## src/hw/rtl/spq_pkg.sv

```systemverilog
// Shared types and constants for the sorted priority queue.
package spq_pkg;

    localparam int CAPACITY = 16;
    localparam int CNT_W    = $clog2(CAPACITY + 1);
    localparam int VAL_W    = 32;
    localparam int PRI_W    = 16;

    typedef logic signed [VAL_W-1:0] t_value;
    typedef logic        [PRI_W-1:0] t_prio;
    typedef logic        [CNT_W-1:0] t_count;
    typedef logic        [1:0]       t_status;

    localparam logic OP_ENQ = 1'b0;
    localparam logic OP_DEQ = 1'b1;

    localparam t_status ST_DONE  = 2'd0;
    localparam t_status ST_EMPTY = 2'd1;
    localparam t_status ST_FULL  = 2'd2;

    typedef struct packed {
        logic enq;
        logic deq;
    } t_cell_cmd;

endpackage

```

## src/hw/rtl/spq_cell.sv

```systemverilog
// One storage cell of the sorted chain, holding a single value and priority.
module spq_cell (
    input  logic              i_clk,
    input  spq_pkg::t_cell_cmd i_cmd,
    input  logic              i_occupied,
    input  spq_pkg::t_value   i_new_value,
    input  spq_pkg::t_prio    i_new_prio,
    input  logic              i_left_le,
    input  spq_pkg::t_value   i_left_value,
    input  spq_pkg::t_prio    i_left_prio,
    input  spq_pkg::t_value   i_right_value,
    input  spq_pkg::t_prio    i_right_prio,
    output logic              o_le,
    output spq_pkg::t_value   o_value,
    output spq_pkg::t_prio    o_prio
);
    import spq_pkg::*;

    t_value r_value;
    t_prio  r_prio;
    t_value n_value;
    t_prio  n_prio;

    assign o_le    = i_occupied && (r_prio <= i_new_prio);
    assign o_value = r_value;
    assign o_prio  = r_prio;

    always_comb begin
        n_value = r_value;
        n_prio  = r_prio;
        if (i_cmd.enq && !o_le) begin
            if (i_left_le) begin
                n_value = i_new_value;
                n_prio  = i_new_prio;
            end else begin
                n_value = i_left_value;
                n_prio  = i_left_prio;
            end
        end else if (i_cmd.deq) begin
            n_value = i_right_value;
            n_prio  = i_right_prio;
        end
    end

    always_ff @(posedge i_clk) begin
        r_value <= n_value;
        r_prio  <= n_prio;
    end

endmodule

```

## src/hw/rtl/sorted_priority_queue_top.sv

```systemverilog
// Top level of the sorted priority queue built as a chain of storage cells.
// The result of an item is registered when the item is accepted.
// Throughput: one item per cycle while o_stall is low; all cells compare against the new priority
// in parallel and shift by one place in the same cycle.
// Reset clears the entry count and the output valid; cell contents are kept
// and are only read below the count.
module sorted_priority_queue_top (
    input  logic                i_clk,
    input  logic                i_rst_n,
    input  logic                i_valid,
    output logic                o_stall,
    input  logic [0:0]          i_opcode,
    input  spq_pkg::t_value     i_item_value,
    input  spq_pkg::t_prio      i_item_priority,
    output logic                o_valid,
    input  logic                i_stall,
    output spq_pkg::t_value     o_out_value,
    output spq_pkg::t_status    o_status,
    output spq_pkg::t_count     o_entry_count,
    output logic                o_queue_empty
);
    import spq_pkg::*;

    t_count    r_count;
    t_count    n_count;
    logic      r_out_valid;
    t_value    r_out_value;
    t_status   r_status;
    t_value    n_out_value;
    t_status   n_status;
    logic      accept;
    logic      is_full;
    logic      is_empty;
    t_cell_cmd cmd;

    t_value    cell_value [CAPACITY];
    t_prio     cell_prio  [CAPACITY];
    logic      cell_le    [CAPACITY];

    assign o_stall  = r_out_valid && i_stall;
    assign accept   = i_valid && !o_stall;
    assign is_full  = (r_count == CNT_W'(CAPACITY));
    assign is_empty = (r_count == '0);

    always_comb begin
        cmd.enq     = 1'b0;
        cmd.deq     = 1'b0;
        n_count     = r_count;
        n_out_value = '0;
        n_status    = ST_DONE;
        if (i_opcode[0] == OP_ENQ) begin
            if (is_full) begin
                n_status = ST_FULL;
            end else begin
                cmd.enq = accept;
                n_count = r_count + 1'b1;
            end
        end else begin
            if (is_empty) begin
                n_status = ST_EMPTY;
            end else begin
                cmd.deq     = accept;
                n_count     = r_count - 1'b1;
                n_out_value = cell_value[0];
            end
        end
    end

    for (genvar i = 0; i < CAPACITY; i++) begin : g_cell
        logic   left_le;
        t_value left_value;
        t_prio  left_prio;
        t_value right_value;
        t_prio  right_prio;

        if (i == 0) begin : g_first
            assign left_le    = 1'b0;
            assign left_value = i_item_value;
            assign left_prio  = i_item_priority;
        end else begin : g_mid
            assign left_le    = cell_le[i-1];
            assign left_value = cell_value[i-1];
            assign left_prio  = cell_prio[i-1];
        end

        if (i == CAPACITY - 1) begin : g_last
            assign right_value = cell_value[i];
            assign right_prio  = cell_prio[i];
        end else begin : g_inner
            assign right_value = cell_value[i+1];
            assign right_prio  = cell_prio[i+1];
        end

        spq_cell u_cell (
            .i_clk         (i_clk),
            .i_cmd         (cmd),
            .i_occupied    (CNT_W'(i) < r_count),
            .i_new_value   (i_item_value),
            .i_new_prio    (i_item_priority),
            .i_left_le     (left_le),
            .i_left_value  (left_value),
            .i_left_prio   (left_prio),
            .i_right_value (right_value),
            .i_right_prio  (right_prio),
            .o_le          (cell_le[i]),
            .o_value       (cell_value[i]),
            .o_prio        (cell_prio[i])
        );
    end

    always_ff @(posedge i_clk) begin
        if (!i_rst_n) begin
            r_count     <= '0;
            r_out_valid <= 1'b0;
        end else begin
            if (accept) begin
                r_count     <= n_count;
                r_out_valid <= 1'b1;
            end else if (!i_stall) begin
                r_out_valid <= 1'b0;
            end
        end
    end

    always_ff @(posedge i_clk) begin
        if (accept) begin
            r_out_value <= n_out_value;
            r_status    <= n_status;
        end
    end

    assign o_valid       = r_out_valid;
    assign o_out_value   = r_out_value;
    assign o_status      = r_status;
    assign o_entry_count = r_count;
    assign o_queue_empty = (r_count == '0);

endmodule

```

## config.mk

```make
export PLATFORM = sky130hd
export DESIGN_NAME = sorted_priority_queue_top
export DESIGN_NICKNAME = d
export VERILOG_FILES = /design/src/hw/rtl/spq_pkg.sv /design/src/hw/rtl/spq_cell.sv /design/src/hw/rtl/sorted_priority_queue_top.sv
export SDC_FILE = /design/constraint.sdc
export NUM_CORES = 2
export LEC_CHECK = 0
export BUFFER_PORTS_ARGS = -buffer_cell sky130_fd_sc_hd__buf_4
export CORE_MARGIN = 2
export CORE_UTILIZATION = 39
export DETAILED_ROUTE_END_ITERATION = 12
export SKIP_LAST_GASP = 1
export SYNTH_ARGS = -nofsm -noshare
export SYNTH_HDL_FRONTEND = slang
export SYNTH_SLANG_ARGS = --single-unit
```

## constraint.sdc

```tcl
create_clock -name i_clk -period 16.1 [get_ports i_clk]
set_input_delay 0 -clock i_clk [delete_from_list [all_inputs] [get_ports i_clk]]
set_output_delay 0 -clock i_clk [all_outputs]
set_load 0.02 [all_outputs]
```

==> flow_summary.json <==
{
  "peakVddDrop_mv": 0.0909,
  "p_sw_mw": 2.34,
  "power_frac_comb_pct": 26.4,
  "p_leak_nw": 19.0,
  "fp.dieH_um": 348,
  "r2r_setup_slack_ps": 11730,
  "vias": 34700,
  "power_frac_seq_pct": 44.5,
  "port_buffers": 94,
  "setup_viol": 0,
  "grt_overflow": 0,
  "grt_usage_pct": 22.0,
  "synth_top_family_by_area": "simple AND/OR/NAND/NOR gates",
  "finalHoldViolations": 0,
  "synth_top_area_share_pct": 52.3,
  "synth_top_cells_by_area": "edfxtp_1, ha_1, mux2i_1",
  "nets": 4722,
  "syn_to_final_growth_pct": 11.2,
  "grt_max_degree": 98,
  "arrival_ps": 4670,
  "yosys_warnings": 0,
  "hpwl_um": 92000,
  "clock.fmax_ghz": 0.229,
  "whs_ps": 87.0,
  "clock_skew_ps": 17.7,
  "status": "complete, no violations",
  "core_mm2": 0.118,
  "synthCells": 4505,
  "clock_sinks": 808,
  "maxSlewHeadroom_pct": 16.5,
  "crit_type": "reg -> reg",
  "numCtsBuffers": 88,
  "clk_pin_slew_ps": 60,
  "ys_ff_latch": 808,
  "rsz0062_at_grt": "false",
  "drv_cap": 0,
  "synthAdderAreaFrac_pct": 7.03,
  "num_rows": 126,
  "worst_setup_path_start_kind": "flip-flop",
  "yosys.area_share.simple_pct": 14.0,
  "post-route-period-util_pct": 27.1,
  "required_ps": 16400,
  "sw_frac_of_total_pct": 33.5,
  "worst_pin_slew_ps": 1250,
  "powerDensity_mw_per_mm2": 136,
  "cts_tree": "done",
  "yosysTopAreaCell": "edfxtp_1",
  "initial_utilization_pct": 39.2,
  "clock-root-buffer": "clkbuf_16",
  "wl_per_cell_um": 22.7,
  "seqCellArea_mm2": 0.0242,
  "syn-num-nets": 4817,
  "routed_wl_um": 137000,
  "min-delay-start": "i_stall",
  "die_x_um": 348,
  "synth_compound_area_share_pct": 13.1,
  "pwr-share-clk_pct": 29.1,
  "cts-htree-levels": 3,
  "viasPerCell": 5.77,
  "antenna_found_initial": 1,
  "final-max-slew-violation-count": 0,
  "crit_start": "o_entry_count[1]",
  "ys.flop_type": "edfxtp_1",
  "drive_gt1_share_pct": 9.67,
  "hp-class": "in -> reg",
  "muxShareOfSynthArea_pct": 9.39,
  "place.gp.congestion": 0.942,
  "synth.cell_area_mm2": 0.0461,
  "multiInputGateArea_mm2": 0.0205,
  "die-area_mm2": 0.121,
  "first_pass_iters": 5,
  "antenna_left": 0,
  "io_pins": 95,
  "seq_area_frac_synth_pct": 52.5,
  "synth_xor_area_share_pct": 0.0760,
  "ys_types": 63,
  "r2r_start": "o_entry_count[1]",
  "grt_pass1_wl_um": 208000,
  "crit_path_max_fanout": 97,
  "drtIter0Drc": 3338,
  "avgSynthCellArea_um2": 10.2,
  "synthArstFlopShare_pct": 0,
  "period_minus_slack_ps": 4370,
  "drc": 0,
  "grt_pass1_vias": 33000,
  "synth_edf_count": 802,
  "cts_buffer_depth": 3,
  "crit_path_end_kind": "flip-flop",
  "insertion_delay_ps": 660,
  "internal_power_mw": 4.65,
  "fillers": 11100,
  "finalSetupTns_ps": 0
}
==> critical path, cell delays in order (launching register included) <==
cell and delay (ps):
dfxtp_1 760, inv_1 190, ha_1 300, and3_1 210, or3_1 300, buf_4 280
nor3_2 220, buf_4 710, nand2b_2 500, buf_4 470
==> logic make-up (layout without fill, tap and decap cells) <==
family / count (synthesis) / count (layout)
AO/OA/AOI/OAI: 1018 / 1018
adder cells (fa/ha/maj): 259 / 259
other: 0 / 1
AND/OR/NAND/NOR: 1571 / 1571
flip-flops: 808 / 808
XOR/XNOR: 4 / 4
buffers and inverters: 428 / 402
multiplexers: 417 / 417
==> stage by stage <==
step | worst slack (ps) | utilization, % | power [mW] | cells | area [µm²]
final | 11730 | 43.6 | 6.99 | 6016 | 51200
after global routing | 11430 | 43.6 | 7.33 | 6016 | 51200
after CTS | 11640 | 43.5 | 7.02 | 6015 | 51200
after detailed placement | 11640 | 40.7 | 4.96 | 5804 | 47900
after global placement | 11740 | 40.7 | 4.93 | 5804 | 47900
after floorplan | 10020 | - | 4.36 | 4505 | 46100
==> cell usage in the layout (no fill, tap or decap), types with 14 or more instances in the layout <==
cell type | synthesis | final
mux2i_1 | 322 | 322
nor2b_1 | 17 | 14
mux2_2 | 86 | 86
edfxtp_1 | 802 | 802
a21o_1 | 15 | 15
dlygate4sd3_1 | 0 | 52
a221oi_1 | 47 | 47
clkbuf_1 | 257 | 17
inv_1 | 41 | 41
buf_4 | 14 | 150
clkinv_2 | 0 | 17
nor4_1 | 17 | 17
a21oi_1 | 469 | 468
o21ai_0 | 83 | 77
clkbuf_16 | 0 | 89
nand4_1 | 46 | 46
and2_1 | 40 | 37
clkinv_1 | 0 | 15
a31oi_1 | 292 | 291
ha_1 | 259 | 259
nor3_1 | 24 | 22
a22o_1 | 47 | 47
nand2_1 | 695 | 692
nor2_1 | 666 | 657
nand3_1 | 15 | 14
==> sequential cells by signal, indices dropped and copies added, names as in the netlist <==
signal and cells:
g_cell.u_cell.o_prio 256, g_cell.u_cell.o_value 512, o_entry_count 5, o_out_value 32
o_status 2, o_valid 1
==> routing by layer <==
| metal | share of wire [%] | global-route usage [%] |
|---|---|---|
| met2 | 45 | 34.5 |
| met5 | 0 | 0 |
| met4 | 2.4 | 6.24 |
| met3 | 7.3 | 2.79 |
| met1 | 46 | 31.9 |
==> path summary, 6_finish.rpt <==
path,to,depth (start not counted)
max,g_cell[5].u_cell.o_value[11],9
min,o_entry_count[1],5
max reg2reg,g_cell[5].u_cell.o_value[11],9
min reg2reg,g_cell[1].u_cell.o_value[12],2
==> power groups by stage <==
stage                     clock network [mW]  logic (mW)  registers, mW
final                                   2.03        1.84           3.11
after global routing                    2.14        2.04           3.15
after CTS                               2.08        1.83           3.10
after detailed placement                   0        1.82           3.14
after global placement                     0        1.78           3.14
after floorplan                            0        1.31           3.05
==> cells in the mapped netlist (7+ instances only) <==
cell type  count
buf_4         14
and2_1        40
a211oi_1      10
edfxtp_1     802
a21o_1        15
nor4_1        17
o21a_1         7
nor2_1       666
buf_2         85
a21boi_0      10
nand2b_1      10
mux2_4         9
ha_1         259
or3_1          7
nand3_1       15
a221oi_1      47
mux2_2        86
buf_1         29
nor3_1        24
nand4_1       46
inv_1         41
mux2i_1      322
o211ai_1      11
nor2b_1       17
o21ai_0       83
nand2_1      695
a21oi_1      469
clkbuf_1     257
a22o_1        47
a31oi_1      292
==> cell type report <==
class,count,area share (%)
timing repair buffer,202,3.21
inverter,41,0.300
clock buffer,106,4.47
antenna,1,0.00489
sequential,808,47.2
clock inverter,53,1.05
multi-input combinational,3269,40.0
tap,1536,3.75
==> timing repair <==
item / CTS / global route
hold buffers: 52 / 0
buffers inserted: 0 / 0
hold endpoints to repair: 746 / 0
resized for setup: 0 / 0
Note: power is estimated with default switching activity, not from simulation.
